===== src/rtsc_pkg.sv =====
// ----------------------------------------------------------------------------
// rtsc_pkg
// Shared types and constants of the resistive touch sample conditioner:
// register indexes and reset values, the queue entry and config bundles.
// ----------------------------------------------------------------------------
package rtsc_pkg;

	// field widths
	localparam int RAW_W   = 12;
	localparam int PRESS_W = 13;
	localparam int RUN_W   = 4;
	localparam int ORIENT_W = 3;
	localparam int CFG_IDX_W = 3;
	localparam int CFG_DATA_W = 13;
	localparam int PIX_X_W = 10;
	localparam int PIX_Y_W = 9;

	// panel geometry defaults
	localparam int PANEL_WIDTH_DEF  = 320;
	localparam int PANEL_HEIGHT_DEF = 240;

	// pressure offset: z1 - z2 + full scale
	localparam logic [PRESS_W-1:0] PRESS_OFS = 13'd4095;

	// register reset values
	localparam logic [PRESS_W-1:0]  Z_THR_RST   = 13'd350;
	localparam logic [RUN_W-1:0]    DEB_RST     = 4'd2;
	localparam logic [RAW_W-1:0]    CAL_MIN_RST = 12'd0;
	localparam logic [RAW_W-1:0]    CAL_MAX_RST = 12'hFFF;
	localparam logic [ORIENT_W-1:0] ORIENT_RST  = 3'd0;

	// register indexes
	localparam logic [CFG_IDX_W-1:0] REG_Z_THR   = 3'd0;
	localparam logic [CFG_IDX_W-1:0] REG_DEB     = 3'd1;
	localparam logic [CFG_IDX_W-1:0] REG_MIN_X   = 3'd2;
	localparam logic [CFG_IDX_W-1:0] REG_MAX_X   = 3'd3;
	localparam logic [CFG_IDX_W-1:0] REG_MIN_Y   = 3'd4;
	localparam logic [CFG_IDX_W-1:0] REG_MAX_Y   = 3'd5;
	localparam logic [CFG_IDX_W-1:0] REG_ORIENT  = 3'd6;

	// orientation flag bits
	localparam int OR_SWAP  = 0;
	localparam int OR_INV_X = 1;
	localparam int OR_INV_Y = 2;

	// front-to-back queue depth
	localparam int Q_DEPTH = 2;

	// what the back end does with a sample
	typedef enum logic [1:0] {
		ACT_HOLD = 2'd0,
		ACT_MAP  = 2'd1,
		ACT_UP   = 2'd2
	} act_t;

	typedef struct packed {
		act_t               act;
		logic [RAW_W-1:0]   ax;
		logic [RAW_W-1:0]   ay;
		logic [PRESS_W-1:0] pressure;
	} entry_t;

	typedef struct packed {
		logic [PRESS_W-1:0] z_threshold;
		logic [RUN_W-1:0]   debounce_count;
		logic               swap;
	} front_cfg_t;

	typedef struct packed {
		logic [RAW_W-1:0] cal_min_x;
		logic [RAW_W-1:0] cal_max_x;
		logic [RAW_W-1:0] cal_min_y;
		logic [RAW_W-1:0] cal_max_y;
		logic             inv_x;
		logic             inv_y;
	} back_cfg_t;

endpackage


===== src/rtsc_queue.sv =====
// ----------------------------------------------------------------------------
// rtsc_queue
// Short FIFO between the classifying front end and the mapping back end.
// ----------------------------------------------------------------------------
module rtsc_queue (
	input  logic            clk,
	input  logic            arst_n,
	input  logic            push,
	input  rtsc_pkg::entry_t push_data,
	output logic            full,
	input  logic            pop,
	output rtsc_pkg::entry_t pop_data,
	output logic            empty
);
	import rtsc_pkg::*;

	localparam int AW = (Q_DEPTH > 1) ? $clog2(Q_DEPTH) : 1;
	localparam int CW = $clog2(Q_DEPTH + 1);
	localparam logic [CW-1:0] CNT_FULL = CW'(Q_DEPTH);
	localparam logic [AW-1:0] PTR_LAST = AW'(Q_DEPTH - 1);

	entry_t          mem_q [Q_DEPTH];
	logic [AW-1:0]   wr_ptr_q;
	logic [AW-1:0]   rd_ptr_q;
	logic [CW-1:0]   cnt_q;
	logic            do_push;
	logic            do_pop;

	assign full     = (cnt_q == CNT_FULL);
	assign empty    = (cnt_q == '0);
	assign do_push  = push && !full;
	assign do_pop   = pop && !empty;
	assign pop_data = mem_q[rd_ptr_q];

	// storage
	always_ff @(posedge clk) begin
		if (do_push) begin
			mem_q[wr_ptr_q] <= push_data;
		end
	end

	// pointers and fill count
	always_ff @(posedge clk or negedge arst_n) begin
		if (!arst_n) begin
			wr_ptr_q <= '0;
			rd_ptr_q <= '0;
			cnt_q    <= '0;
		end else begin
			if (do_push) begin
				wr_ptr_q <= (wr_ptr_q == PTR_LAST) ? '0 : wr_ptr_q + 1'b1;
			end
			if (do_pop) begin
				rd_ptr_q <= (rd_ptr_q == PTR_LAST) ? '0 : rd_ptr_q + 1'b1;
			end
			if (do_push && !do_pop) begin
				cnt_q <= cnt_q + 1'b1;
			end else if (do_pop && !do_push) begin
				cnt_q <= cnt_q - 1'b1;
			end
		end
	end

endmodule


===== src/rtsc_front.sv =====
// ----------------------------------------------------------------------------
// rtsc_front
// Takes conversion beats, computes pressure and the hit test, runs the
// debounce counters and queues each sample with the action it calls for.
// ----------------------------------------------------------------------------
module rtsc_front (
	input  logic                      clk,
	input  logic                      arst_n,
	input  rtsc_pkg::front_cfg_t      cfg,
	input  logic                      in_valid,
	output logic                      in_ready,
	input  logic [rtsc_pkg::RAW_W-1:0] z1_raw,
	input  logic [rtsc_pkg::RAW_W-1:0] z2_raw,
	input  logic [rtsc_pkg::RAW_W-1:0] x_raw,
	input  logic [rtsc_pkg::RAW_W-1:0] y_raw,
	output logic                      q_push,
	output rtsc_pkg::entry_t          q_data,
	input  logic                      q_full
);
	import rtsc_pkg::*;

	logic [RUN_W-1:0]   down_run_q;
	logic [RUN_W-1:0]   up_run_q;
	logic [RUN_W-1:0]   need;
	logic [RUN_W-1:0]   down_nxt;
	logic [RUN_W-1:0]   up_nxt;
	logic [PRESS_W-1:0] pressure;
	logic               hit;
	logic               accept;

	assign in_ready = !q_full;
	assign accept   = in_valid && in_ready;

	// pressure and hit test
	assign pressure = {1'b0, z1_raw} + PRESS_OFS - {1'b0, z2_raw};
	assign hit      = (pressure > cfg.z_threshold) && (x_raw != '0) && (y_raw != '0);
	assign need     = (cfg.debounce_count == '0) ? RUN_W'(1) : cfg.debounce_count;

	// saturating run counters
	always_comb begin
		if (hit) begin
			up_nxt   = '0;
			down_nxt = (down_run_q < need) ? down_run_q + 1'b1 : down_run_q;
		end else begin
			down_nxt = '0;
			up_nxt   = (up_run_q < need) ? up_run_q + 1'b1 : up_run_q;
		end
	end

	// classify and build the queue entry
	always_comb begin
		q_data.pressure = pressure;
		if (cfg.swap) begin
			q_data.ax = y_raw;
			q_data.ay = x_raw;
		end else begin
			q_data.ax = x_raw;
			q_data.ay = y_raw;
		end
		if (down_nxt >= need) begin
			q_data.act = ACT_MAP;
		end else if (up_nxt >= need) begin
			q_data.act = ACT_UP;
		end else begin
			q_data.act = ACT_HOLD;
		end
	end

	assign q_push = accept;

	always_ff @(posedge clk or negedge arst_n) begin
		if (!arst_n) begin
			down_run_q <= '0;
			up_run_q   <= '0;
		end else if (accept) begin
			down_run_q <= down_nxt;
			up_run_q   <= up_nxt;
		end
	end

endmodule


===== src/rtsc_back.sv =====
// ----------------------------------------------------------------------------
// rtsc_back
// Drains the queue: clamps and scales each axis of a touch sample through
// one shared multiplier and one restoring divider, keeps the held point and
// presents it as the result beat.
// ----------------------------------------------------------------------------
module rtsc_back #(
	parameter int PANEL_WIDTH  = rtsc_pkg::PANEL_WIDTH_DEF,
	parameter int PANEL_HEIGHT = rtsc_pkg::PANEL_HEIGHT_DEF
) (
	input  logic                               clk,
	input  logic                               arst_n,
	input  rtsc_pkg::back_cfg_t                cfg,
	input  logic                               q_empty,
	input  rtsc_pkg::entry_t                   q_data,
	output logic                               q_pop,
	output logic                               out_valid,
	input  logic                               out_ready,
	output logic                               touch_down,
	output logic signed [rtsc_pkg::PIX_X_W-1:0] pixel_x,
	output logic signed [rtsc_pkg::PIX_Y_W-1:0] pixel_y,
	output logic [rtsc_pkg::PRESS_W-1:0]        touch_pressure
);
	import rtsc_pkg::*;

	localparam int PANEL_MAX = (PANEL_WIDTH > PANEL_HEIGHT) ? PANEL_WIDTH : PANEL_HEIGHT;
	localparam int QW  = $clog2(PANEL_MAX);
	localparam int DCW = $clog2(QW + 1);
	localparam logic [QW-1:0]  TOP_X    = QW'(PANEL_WIDTH - 1);
	localparam logic [QW-1:0]  TOP_Y    = QW'(PANEL_HEIGHT - 1);
	localparam logic [DCW-1:0] DIV_LAST = DCW'(QW - 1);

	typedef enum logic [4:0] {
		ST_IDLE = 5'b00001,
		ST_SEL  = 5'b00010,
		ST_MUL  = 5'b00100,
		ST_DIV  = 5'b01000,
		ST_FIN  = 5'b10000
	} state_t;

	state_t             state_q;
	entry_t             ent_q;
	logic               axis_q;
	logic [RAW_W-1:0]   diff_q;
	logic [RAW_W-1:0]   den_q;
	logic               empty_q;
	logic [RAW_W-1:0]   rem_q;
	logic [QW-1:0]      quo_q;
	logic [DCW-1:0]     div_cnt_q;
	logic [PIX_X_W-1:0] px_q;

	logic               res_valid_q;
	logic               held_down_q;
	logic [PIX_X_W-1:0] held_x_q;
	logic [PIX_Y_W-1:0] held_y_q;
	logic [PRESS_W-1:0] held_press_q;

	logic               slot_free;
	logic [RAW_W-1:0]   raw_sel;
	logic [RAW_W-1:0]   lo_sel;
	logic [RAW_W-1:0]   hi_sel;
	logic [QW-1:0]      top_sel;
	logic               flip_sel;
	logic [RAW_W-1:0]   v_clamp;
	logic [RAW_W:0]     trial;
	logic               qbit;
	logic [QW-1:0]      p_clamp;
	logic [QW-1:0]      p_final;
	logic [QW+PIX_X_W-1:0] p_ext;

	assign slot_free = !res_valid_q || out_ready;
	assign q_pop     = (state_q == ST_IDLE) && !q_empty && slot_free;

	// per-axis operand selection
	always_comb begin
		if (axis_q) begin
			raw_sel  = ent_q.ay;
			lo_sel   = cfg.cal_min_y;
			hi_sel   = cfg.cal_max_y;
			top_sel  = TOP_Y;
			flip_sel = cfg.inv_y;
		end else begin
			raw_sel  = ent_q.ax;
			lo_sel   = cfg.cal_min_x;
			hi_sel   = cfg.cal_max_x;
			top_sel  = TOP_X;
			flip_sel = cfg.inv_x;
		end
	end

	// clamp raw value into the calibration window
	always_comb begin
		if (raw_sel < lo_sel) begin
			v_clamp = lo_sel;
		end else if (raw_sel > hi_sel) begin
			v_clamp = hi_sel;
		end else begin
			v_clamp = raw_sel;
		end
	end

	// one restoring divide step
	assign trial = {rem_q, quo_q[QW-1]};
	assign qbit  = (trial >= {1'b0, den_q});

	// quotient clamp, inversion and empty window
	always_comb begin
		p_clamp = (quo_q > top_sel) ? top_sel : quo_q;
		if (empty_q) begin
			p_final = '0;
		end else if (flip_sel) begin
			p_final = top_sel - p_clamp;
		end else begin
			p_final = p_clamp;
		end
		p_ext = {{PIX_X_W{1'b0}}, p_final};
	end

	// datapath registers
	always_ff @(posedge clk) begin
		case (state_q)
			ST_IDLE: begin
				if (q_pop) begin
					ent_q <= q_data;
				end
			end
			ST_SEL: begin
				diff_q  <= v_clamp - lo_sel;
				den_q   <= hi_sel - lo_sel;
				empty_q <= (hi_sel <= lo_sel);
			end
			ST_MUL: begin
				{rem_q, quo_q} <= diff_q * top_sel;
			end
			ST_DIV: begin
				rem_q <= qbit ? RAW_W'(trial - {1'b0, den_q}) : trial[RAW_W-1:0];
				quo_q <= QW'({quo_q, qbit});
			end
			ST_FIN: begin
				if (!axis_q) begin
					px_q <= p_ext[PIX_X_W-1:0];
				end
			end
			default: begin
			end
		endcase
	end

	// sequencer, held point and result beat
	always_ff @(posedge clk or negedge arst_n) begin
		if (!arst_n) begin
			state_q      <= ST_IDLE;
			axis_q       <= 1'b0;
			div_cnt_q    <= '0;
			res_valid_q  <= 1'b0;
			held_down_q  <= 1'b0;
			held_x_q     <= '1;
			held_y_q     <= '1;
			held_press_q <= '0;
		end else begin
			if (out_valid && out_ready) begin
				res_valid_q <= 1'b0;
			end
			case (state_q)
				ST_IDLE: begin
					if (q_pop) begin
						case (q_data.act)
							ACT_MAP: begin
								axis_q  <= 1'b0;
								state_q <= ST_SEL;
							end
							ACT_UP: begin
								held_down_q  <= 1'b0;
								held_x_q     <= '1;
								held_y_q     <= '1;
								held_press_q <= '0;
								res_valid_q  <= 1'b1;
							end
							default: begin
								res_valid_q <= 1'b1;
							end
						endcase
					end
				end
				ST_SEL: begin
					state_q <= ST_MUL;
				end
				ST_MUL: begin
					div_cnt_q <= '0;
					state_q   <= ST_DIV;
				end
				ST_DIV: begin
					div_cnt_q <= div_cnt_q + 1'b1;
					if (div_cnt_q == DIV_LAST) begin
						state_q <= ST_FIN;
					end
				end
				ST_FIN: begin
					if (!axis_q) begin
						axis_q  <= 1'b1;
						state_q <= ST_SEL;
					end else if (slot_free) begin
						held_down_q  <= 1'b1;
						held_x_q     <= px_q;
						held_y_q     <= p_ext[PIX_Y_W-1:0];
						held_press_q <= ent_q.pressure;
						res_valid_q  <= 1'b1;
						state_q      <= ST_IDLE;
					end
				end
				default: begin
					state_q <= ST_IDLE;
				end
			endcase
		end
	end

	assign out_valid      = res_valid_q;
	assign touch_down     = held_down_q;
	assign pixel_x        = $signed(held_x_q);
	assign pixel_y        = $signed(held_y_q);
	assign touch_pressure = held_press_q;

endmodule


===== src/resistive_touch_sample_conditioner_unit.sv =====
// ----------------------------------------------------------------------------
// resistive_touch_sample_conditioner_unit
// Debounces resistive panel conversion sets and maps touches to pixels.
// ----------------------------------------------------------------------------
// One result beat comes out for every conversion beat taken, in order. The
// front end takes a conversion beat in any cycle the two-entry queue has
// room and settles the debounce decision at once. The back end finishes a
// hold or pen-up sample as it pops it; a mapped touch
// sample goes through the shared multiplier and restoring divider once per
// axis, and no new sample is popped until it is done. Configuration is
// written through cfg_wr_en, cfg_index and cfg_wdata; the user must write
// it only while no sample is in flight: the block does not enforce this.
module resistive_touch_sample_conditioner_unit #(
	parameter int PANEL_WIDTH  = rtsc_pkg::PANEL_WIDTH_DEF,
	parameter int PANEL_HEIGHT = rtsc_pkg::PANEL_HEIGHT_DEF
) (
	input  logic                                 clk,
	input  logic                                 arst_n,
	input  logic                                 cfg_wr_en,
	input  logic [rtsc_pkg::CFG_IDX_W-1:0]       cfg_index,
	input  logic [rtsc_pkg::CFG_DATA_W-1:0]      cfg_wdata,
	input  logic                                 in_valid,
	output logic                                 in_ready,
	input  logic [rtsc_pkg::RAW_W-1:0]           z1_raw,
	input  logic [rtsc_pkg::RAW_W-1:0]           z2_raw,
	input  logic [rtsc_pkg::RAW_W-1:0]           x_raw,
	input  logic [rtsc_pkg::RAW_W-1:0]           y_raw,
	output logic                                 out_valid,
	input  logic                                 out_ready,
	output logic                                 touch_down,
	output logic signed [rtsc_pkg::PIX_X_W-1:0]  pixel_x,
	output logic signed [rtsc_pkg::PIX_Y_W-1:0]  pixel_y,
	output logic [rtsc_pkg::PRESS_W-1:0]         touch_pressure
);
	import rtsc_pkg::*;

	logic [PRESS_W-1:0]  z_thr_q;
	logic [RUN_W-1:0]    deb_q;
	logic [RAW_W-1:0]    min_x_q;
	logic [RAW_W-1:0]    max_x_q;
	logic [RAW_W-1:0]    min_y_q;
	logic [RAW_W-1:0]    max_y_q;
	logic [ORIENT_W-1:0] orient_q;

	front_cfg_t f_cfg;
	back_cfg_t  b_cfg;
	logic       q_push;
	logic       q_full;
	logic       q_pop;
	logic       q_empty;
	entry_t     q_in;
	entry_t     q_out;

	// configuration registers
	always_ff @(posedge clk or negedge arst_n) begin
		if (!arst_n) begin
			z_thr_q  <= Z_THR_RST;
			deb_q    <= DEB_RST;
			min_x_q  <= CAL_MIN_RST;
			max_x_q  <= CAL_MAX_RST;
			min_y_q  <= CAL_MIN_RST;
			max_y_q  <= CAL_MAX_RST;
			orient_q <= ORIENT_RST;
		end else if (cfg_wr_en) begin
			case (cfg_index)
				REG_Z_THR:  z_thr_q  <= cfg_wdata;
				REG_DEB:    deb_q    <= cfg_wdata[RUN_W-1:0];
				REG_MIN_X:  min_x_q  <= cfg_wdata[RAW_W-1:0];
				REG_MAX_X:  max_x_q  <= cfg_wdata[RAW_W-1:0];
				REG_MIN_Y:  min_y_q  <= cfg_wdata[RAW_W-1:0];
				REG_MAX_Y:  max_y_q  <= cfg_wdata[RAW_W-1:0];
				REG_ORIENT: orient_q <= cfg_wdata[ORIENT_W-1:0];
				default: begin
				end
			endcase
		end
	end

	always_comb begin
		f_cfg.z_threshold    = z_thr_q;
		f_cfg.debounce_count = deb_q;
		f_cfg.swap           = orient_q[OR_SWAP];
		b_cfg.cal_min_x      = min_x_q;
		b_cfg.cal_max_x      = max_x_q;
		b_cfg.cal_min_y      = min_y_q;
		b_cfg.cal_max_y      = max_y_q;
		b_cfg.inv_x          = orient_q[OR_INV_X];
		b_cfg.inv_y          = orient_q[OR_INV_Y];
	end

	rtsc_front u_front (
		.clk      (clk),
		.arst_n   (arst_n),
		.cfg      (f_cfg),
		.in_valid (in_valid),
		.in_ready (in_ready),
		.z1_raw   (z1_raw),
		.z2_raw   (z2_raw),
		.x_raw    (x_raw),
		.y_raw    (y_raw),
		.q_push   (q_push),
		.q_data   (q_in),
		.q_full   (q_full)
	);

	rtsc_queue u_queue (
		.clk       (clk),
		.arst_n    (arst_n),
		.push      (q_push),
		.push_data (q_in),
		.full      (q_full),
		.pop       (q_pop),
		.pop_data  (q_out),
		.empty     (q_empty)
	);

	rtsc_back #(
		.PANEL_WIDTH  (PANEL_WIDTH),
		.PANEL_HEIGHT (PANEL_HEIGHT)
	) u_back (
		.clk            (clk),
		.arst_n         (arst_n),
		.cfg            (b_cfg),
		.q_empty        (q_empty),
		.q_data         (q_out),
		.q_pop          (q_pop),
		.out_valid      (out_valid),
		.out_ready      (out_ready),
		.touch_down     (touch_down),
		.pixel_x        (pixel_x),
		.pixel_y        (pixel_y),
		.touch_pressure (touch_pressure)
	);

endmodule

===== config.mk =====
export PLATFORM = sky130hd
export DESIGN_NAME = resistive_touch_sample_conditioner_unit
export DESIGN_NICKNAME = d
export VERILOG_FILES = /design/src/rtsc_pkg.sv /design/src/rtsc_queue.sv /design/src/rtsc_front.sv /design/src/rtsc_back.sv /design/src/resistive_touch_sample_conditioner_unit.sv
export SDC_FILE = /design/constraint.sdc
export NUM_CORES = 1
export LEC_CHECK = 0
export BUFFER_PORTS_ARGS = -buffer_cell sky130_fd_sc_hd__clkbuf_2
export CAP_MARGIN = 20
export CORE_ASPECT_RATIO = 0.5
export CORE_MARGIN = 10
export CORE_UTILIZATION = 46
export CTS_CLUSTER_DIAMETER = 40
export CTS_CLUSTER_SIZE = 30
export DETAILED_ROUTE_END_ITERATION = 8
export HOLD_SLACK_MARGIN = 0.15
export PLACE_DENSITY = 0.69
export SLEW_MARGIN = 20
export SYNTH_ARGS = -nofsm -noshare
export SYNTH_HDL_FRONTEND = slang
export SYNTH_SLANG_ARGS = --single-unit

===== constraint.sdc =====
create_clock -name clk -period 10 [get_ports clk]
set_clock_uncertainty 0.15 [all_clocks]
set_input_delay 0.5 -clock clk [delete_from_list [all_inputs] [get_ports clk]]
set_output_delay 0.5 -clock clk [all_outputs]
set_load 0.01 [all_outputs]

## After elaboration in Yosys (flattened, before gate mapping)

Memories as Yosys holds them, arrays and structs flattened.
Cells that the tools add are included.

| word-level totals | value |
|---|---|
| flip-flop bits (word level) | 216 |
| memory bits (writable) | 78 |
| bits of input ports | 69 |
| output and inout port bits | 35 |
| memories | 1 |

Memory list:

| name | words | bits a word | rd ports | clocked after Yosys merged registers in | wr ports | line | text |
|---|---|---|---|---|---|---|---|
| u_queue.mem_q | 2 | 39 | 1 | 0 | 1 | rtsc_queue.sv:22 | `entry_t mem_q [Q_DEPTH];` |

| cells by class | value |
|---|---|
| add/sub/neg operators | 13 |
| $mul | 1 |
| $lt $le $gt $ge | 10 |
| eq/ne operators | 22 |
| mux-type cells | 63 |
| bitwise operators | 1 |
| reductions and logical operators | 36 |

Operator list:

| operator | count |
|---|---|
| two-way mux 12 bit | 6 |
| two-way mux 9 bit | 8 |
| two-way mux 13 bit | 4 |
| two-way mux 10 bit | 4 |
| case mux 9 bit (2 select lines) | 2 |
| subtractor 12 bit | 3 |
| case mux 13 bit (2 select lines) | 1 |
| two-way mux 5 bit | 5 |
| case mux 5 bit (5 select lines) | 1 |
| two-way mux 24 bit | 1 |
| case mux 12 bit (2 select lines) | 1 |
| nonzero test 12 bit | 2 |
| multiplier 12 x 9 -> 21 bit | 1 |
| two-way mux 4 bit | 5 |
| case mux 10 bit (2 select lines) | 1 |
| AND reduction 2 bit | 9 |
| two-way mux 1 bit | 16 |
| adder 12 x 12 -> 13 bit, second input constant | 1 |
| greater-or-equal comparator 13 x 12 -> 1 bit | 1 |
| greater-than comparator 13 bit | 1 |
| subtractor 13 x 12 -> 13 bit | 1 |
| adder 4 x 1 -> 4 bit, second input constant | 3 |
| greater-than comparator 12 bit | 1 |
| less-or-equal comparator 12 bit | 1 |
| 36 further kinds | 67 |

## Depth between registers and ports, before layout

| depth | value |
|---|---|
| word-level depth | 9 |
| mapped depth | 24 |
| mapped depth without buffers | 23 |

## Cells and area by module

Synthesis repeated with hierarchy kept, for this count alone.

| unflattened totals | value |
|---|---|
| cell total of the unflattened synthesis | 1591 |
| area total of the unflattened synthesis | 18955.7 um2 |

Modules (own cells, without submodules):

| module | instances | cells each | area an instance (um2) | seq. area each (um2) |
|---|---|---|---|---|
| rtsc_back | 1 | 1049 | 11111.9 | 3888.7 |
| rtsc_queue | 1 | 140 | 3007.9 | 2442.3 |
| resistive_touch_sample_conditioner_unit | 1 | 148 | 2762.6 | 1740.4 |
| rtsc_front | 1 | 254 | 2073.2 | 200.2 |

## Worst setup path after synthesis

No wires, ideal clock.

| path | value |
|---|---|
| path type | reg-to-reg |
| from | register u_back.axis_q |
| to | register u_back.rem_q[11], data pin |
| setup time | 0.259 ns |
| arrival time | 5.241 ns |
| setup slack | 4.350 ns |
| stages on the path, launching flop included | 19 |
| clock period less this slack | 5.650 ns |
| cell sequence | dfrtp_1 > buf_2 > buf_1 > buf_2 > nor2_1 > or2_2 > ha_1 > fa_1 > fa_1 > fa_1 > ha_1 > buf_6 > a21o_1 > a21o_1 > a41oi_2 > o21ai_2 > a211oi_4 > mux2i_1 > a211o_1 |

| on the way | value |
|---|---|
| word-level cells in the longest chain between the ends | 3 |

RTL lines:

| element | line | text |
|---|---|---|
| start, declared | rtsc_back.sv:43 | `logic axis_q;` |
| start signal, assigned | rtsc_back.sv:153 | `axis_q <= 1'b0;` |
| start signal, assigned | rtsc_back.sv:169 | `axis_q <= 1'b0;` |
| start signal, assigned | rtsc_back.sv:200 | `axis_q <= 1'b1;` |
| two-way mux 9 bit | rtsc_back.sv:76 | `if (axis_q) begin` |
| multiplier 12 x 9 -> 21 bit | rtsc_back.sv:133 | `{rem_q, quo_q} <= diff_q * top_sel;` |
| case mux 12 bit (2 select lines) | rtsc_back.sv:121 | `case (state_q)` |
| end signal, assigned | rtsc_back.sv:133 |  |
| end signal, assigned | rtsc_back.sv:136 | `rem_q <= qbit ? RAW_W'(trial - {1'b0, den_q}) : trial[RAW_W-1:0];` |
| end, declared | rtsc_back.sv:47 | `logic [RAW_W-1:0] rem_q;` |

Every way passes these cells.
A chain may end at the register's enable or synchronous reset.

## Final worst setup path

| path | value |
|---|---|
| from | register u_back.axis_q |
| to | register u_back.diff_q[10], data pin |

| on the way | value |
|---|---|
| word-level cells in the longest chain between the ends | 5 |
| elaborated cells on any way between the ends | 8 |

RTL lines:

| element | line | text |
|---|---|---|
| two-way mux 12 bit | rtsc_back.sv:76 |  |
| greater-than comparator 12 bit | rtsc_back.sv:95 | `end else if (raw_sel > hi_sel) begin` |
| two-way mux 12 bit | rtsc_back.sv:95 |  |
| two-way mux 12 bit | rtsc_back.sv:93 | `if (raw_sel < lo_sel) begin` |
| subtractor 12 bit (*) | rtsc_back.sv:128 | `diff_q <= v_clamp - lo_sel;` |
| end signal, assigned | rtsc_back.sv:128 |  |
| end, declared | rtsc_back.sv:44 | `logic [RAW_W-1:0] diff_q;` |

Mark *: on every way between the ends. The rest lies on a longest branch, timed or not.

==> metrics.md <==
| Metric | Value |
|---|---|
| Status | `completed` |
| Grt met1 use | `23.02%` |
| GR Overflow Total | `0` |
| DR WL/cell | `18.91 µm` |
| Port Buf Inserts | `103` |
| Core footprint | `39,370 µm²` |
| Residual DRC | `0` |
| Num CTS Buffers | `28` |
| Vias per cell | `5.455` |
| Final setup fails | `0` |
| Met2 usage | `27.64%` |
| Synth top cells by count | `edfxtp_1, ha_1, mux2_2` |
| YS warnings | `0` |
| Die height | `162.1 µm` |
| CP startpoint kind | `flip-flop` |
| Critical path type | `flip-flop to flip-flop` |
| Post-cts resize count | `0` |
| Vias in the first global route | `12,050` |
| Setup TNS | `0 ns` |
| GR Layer Usage met3 | `1.890%` |
| EDFF count, synth | `170` |
| Number of register bits inferred by synthesis | `294` |
| Tcrit/Tclk final | `58.54%` |
| Final net count | `1,987` |
| Syn-to-layout area delta | `13.80%` |
| Area of the multi-input gates | `9669 µm²` |
| Top Usage Layer GRT | `met2` |
| CTS tree | `done` |
| Initial antenna violation count | `0` |
| Area leader, netlist | `edfxtp_1` |
| FFs w/ async S/R, synth | `42.18%` |
| Ys flop type | `edfxtp_1` |
| Required time worst endpoint | `10.22 ns` |
| Rows | `51` |
| # diodes | `0` |
| Synth Cell Area | `18,560 µm²` |
| Register area share after synthesis | `44.56%` |
| CP Data Arrival Time | `6.07 ns` |
| Initial Util | `47.15%` |
| CTS sink count | `294` |
| Clk buf depth | `3` |
| Die X | `304.1 µm` |
| Count of different cell masters after synthesis | `82` |
| Top cell type's share of synthesized area | `27.50%` |
| Drt pass-1 iters | `5` |
| Detailed-route via count | `12,240` |
| Post-route minimum period | `5.854 ns` |
| Final worst slack | `4.146 ns` |
| Fmax | `170.8 MHz` |
| Count leader, synth | `edfxtp_1` |
| # IOs | `104` |
| CTS H-tree depth | `1` |
| CP endpoint kind | `flip-flop` |
| Slew Limit Fails | `0` |
| Clock insertion delay at the later pin of the skew report | `0.59 ns` |
| Drt total wl | `42,440 µm` |
| FF/Latch Area | `8273 µm²` |
| MaxCap Viol Count | `0` |
| Share of cells above drive strength 1 | `23.22%` |
| CP max FO | `49` |
| Worst Tran Pin Value | `1.084 ns` |
| Final Hold Viols | `0` |
| DIE AREA | `49,280 µm²` |
| Worst-path clk slew | `0.08 ns` |
| GPL Wtd Cong | `0.9597` |
| Number of routed nets with antenna violations | `0` |
| Pin count of the biggest net entering global routing | `72` |
| Clock root buffer | `clkbuf_16` |
| Pre-CTS setup slack | `4.258 ns` |
| GRT Util Overall | `16.63%` |
| Avg Inst Size Synth | `11.95 µm²` |
| Syn Inst Count | `1,554` |
| Net count after synthesis | `1,849` |
| First-pass GRT wire length | `66,870 µm` |
| Post-detail-place hpwl | `31,490 µm` |
| Fillers | `3,287` |
| RSZ-0062 raised after global routing | `false` |
| DR iter-0 viols | `734` |
| Max transition margin | `27.76%` |
| Worst hold path type | `input pin to flip-flop` |
| Area contributors post-synth | `edfxtp_1, ha_1, dfrtp_1, mux2_2, dfstp_2` |
| Post-CTS setup buffer count | `0` |
==> worst max-delay path: stages (launching register included) <==
cell and delay (ns):
dfrtp_2 0.62, buf_4 0.63, mux2_2 0.45, ha_1 0.31, nand3_1 0.11, o41ai_1 0.36, a21oi_1 0.09, o21ai_1 0.46
buf_4 0.30, mux2i_1 0.22, ha_1 0.20, inv_1 0.06, fa_1 0.39, a21o_1 0.17, a21oi_1 0.27, o21bai_1 0.10
a21oi_1 0.24, o21bai_1 0.15, o311ai_0 0.32
==> per-layer routing <==
metal / part of all wire (%) / routed length (µm) / vias to the layer above
met2: 47 / 20090 / 207
met5: 0 / 0 / -
li1: - / - / 5929
met3: 3.6 / 1533 / 52
met4: 1.9 / 801 / 0
met1: 47 / 20020 / 6052
==> through the flow <==
step | util [%] | std cells | hold WS (ns) | cell area, µm²
4_1_cts | 53.61 | 2243 | 0.1513 | 21110
3_3_place_gp | 49.86 | 2148 | 0.2896 | 19630
6_report | 53.66 | 2244 | 0.1614 | 21130
5_1_grt | 53.66 | 2244 | 0.1579 | 21130
2_1_floorplan | - | 1554 | 0.05441 | 18560
3_5_place_dp | 49.90 | 2149 | 0.3012 | 19650
==> layout make-up <==
class                           count  share of cell area [%]
Clock buffer                       30                   3.453
Inverter                          119                   2.114
Clock inverter                     22                   1.469
Sequential cell                   294                   39.16
Tap cell                          530                   3.139
Multi-Input combinational cell   1092                   45.77
Timing Repair Buffer              157                   4.898
==> final timing paths <==
kind	start	end	slack, ns	cells past startpoint
min in group asynchronous	arst_n	u_front.up_run_q[0]$_DFFE_PN0P_	0.48	2
min reg2reg	u_back.px_q[8]$_DFFE_PP_	u_back.pixel_x[8]$_DFFE_PN1P_	0.32	1
max reg2reg	u_back.axis_q$_DFFE_PN0P_	u_back.diff_q[10]$_DFFE_PP_	4.15	18
max in group asynchronous	arst_n	u_back.axis_q$_DFFE_PN0P_	7.91	3
min	y_raw[9]	u_queue.mem_q[1][22]$_DFFE_PP_	0.16	2
max	u_back.axis_q$_DFFE_PN0P_	u_back.diff_q[10]$_DFFE_PP_	4.15	18
==> layout by cell type, fill, tap and decap left out, types with 17 or more instances in the layout <==
cell	netlist	final
a21o_1	23	23
a21oi_1	68	68
clkbuf_16	0	29
clkbuf_2	0	102
dfrtp_1	73	72
dfstp_2	51	51
dlygate4sd3_1	0	43
edfxtp_1	170	170
fa_1	65	65
ha_1	161	161
inv_1	118	118
mux2_2	141	141
mux2i_1	58	58
nand2_1	88	88
nand3_1	17	17
nor2_1	62	58
nor2b_1	29	29
nor3_1	22	20
o21a_1	21	21
o21ai_0	59	59
o22a_1	17	17
xnor2_1	37	37
xor2_1	21	21
==> state kept, by name (all words and copies together), names as in the netlist, 4 cells and up <==
signal,count
u_front.down_run_q,4
u_back.pixel_y,9
u_back.px_q,9
z_thr_q,13
u_back.state_q,5
min_x_q,12
u_front.up_run_q,4
u_back.touch_pressure,13
deb_q,4
max_x_q,12
u_back.quo_q,9
u_back.div_cnt_q,4
u_back.pixel_x,10
u_back.den_q,12
max_y_q,12
u_back.diff_q,12
u_queue.mem_q,78
u_back.ent_q,37
min_y_q,12
u_back.rem_q,12
==> logic make-up (layout without fill, tap and decap cells) <==
family | Yosys count | after routing | synth area share (%)
xor+xnor | 58 | 58 | 2.736
fa+ha+maj | 226 | 226 | 17.86
flops | 294 | 294 | 44.56
mux | 200 | 200 | 11.76
compound gates | 289 | 289 | 10.76
buf+inv | 168 | 328 | 3.619
simple gates | 319 | 319 | 8.701
==> what timing repair did <==
item / 4_1_cts / 5_1_grt
hold buffers: 42 / 1
setup endpoints to repair: 0 / 0
endpoints found under the hold margin: 141 / 2
Power is left out: the tool's default activity adds up to more than one toggle a clock period on the data nets, which glitch-free logic cannot reach.
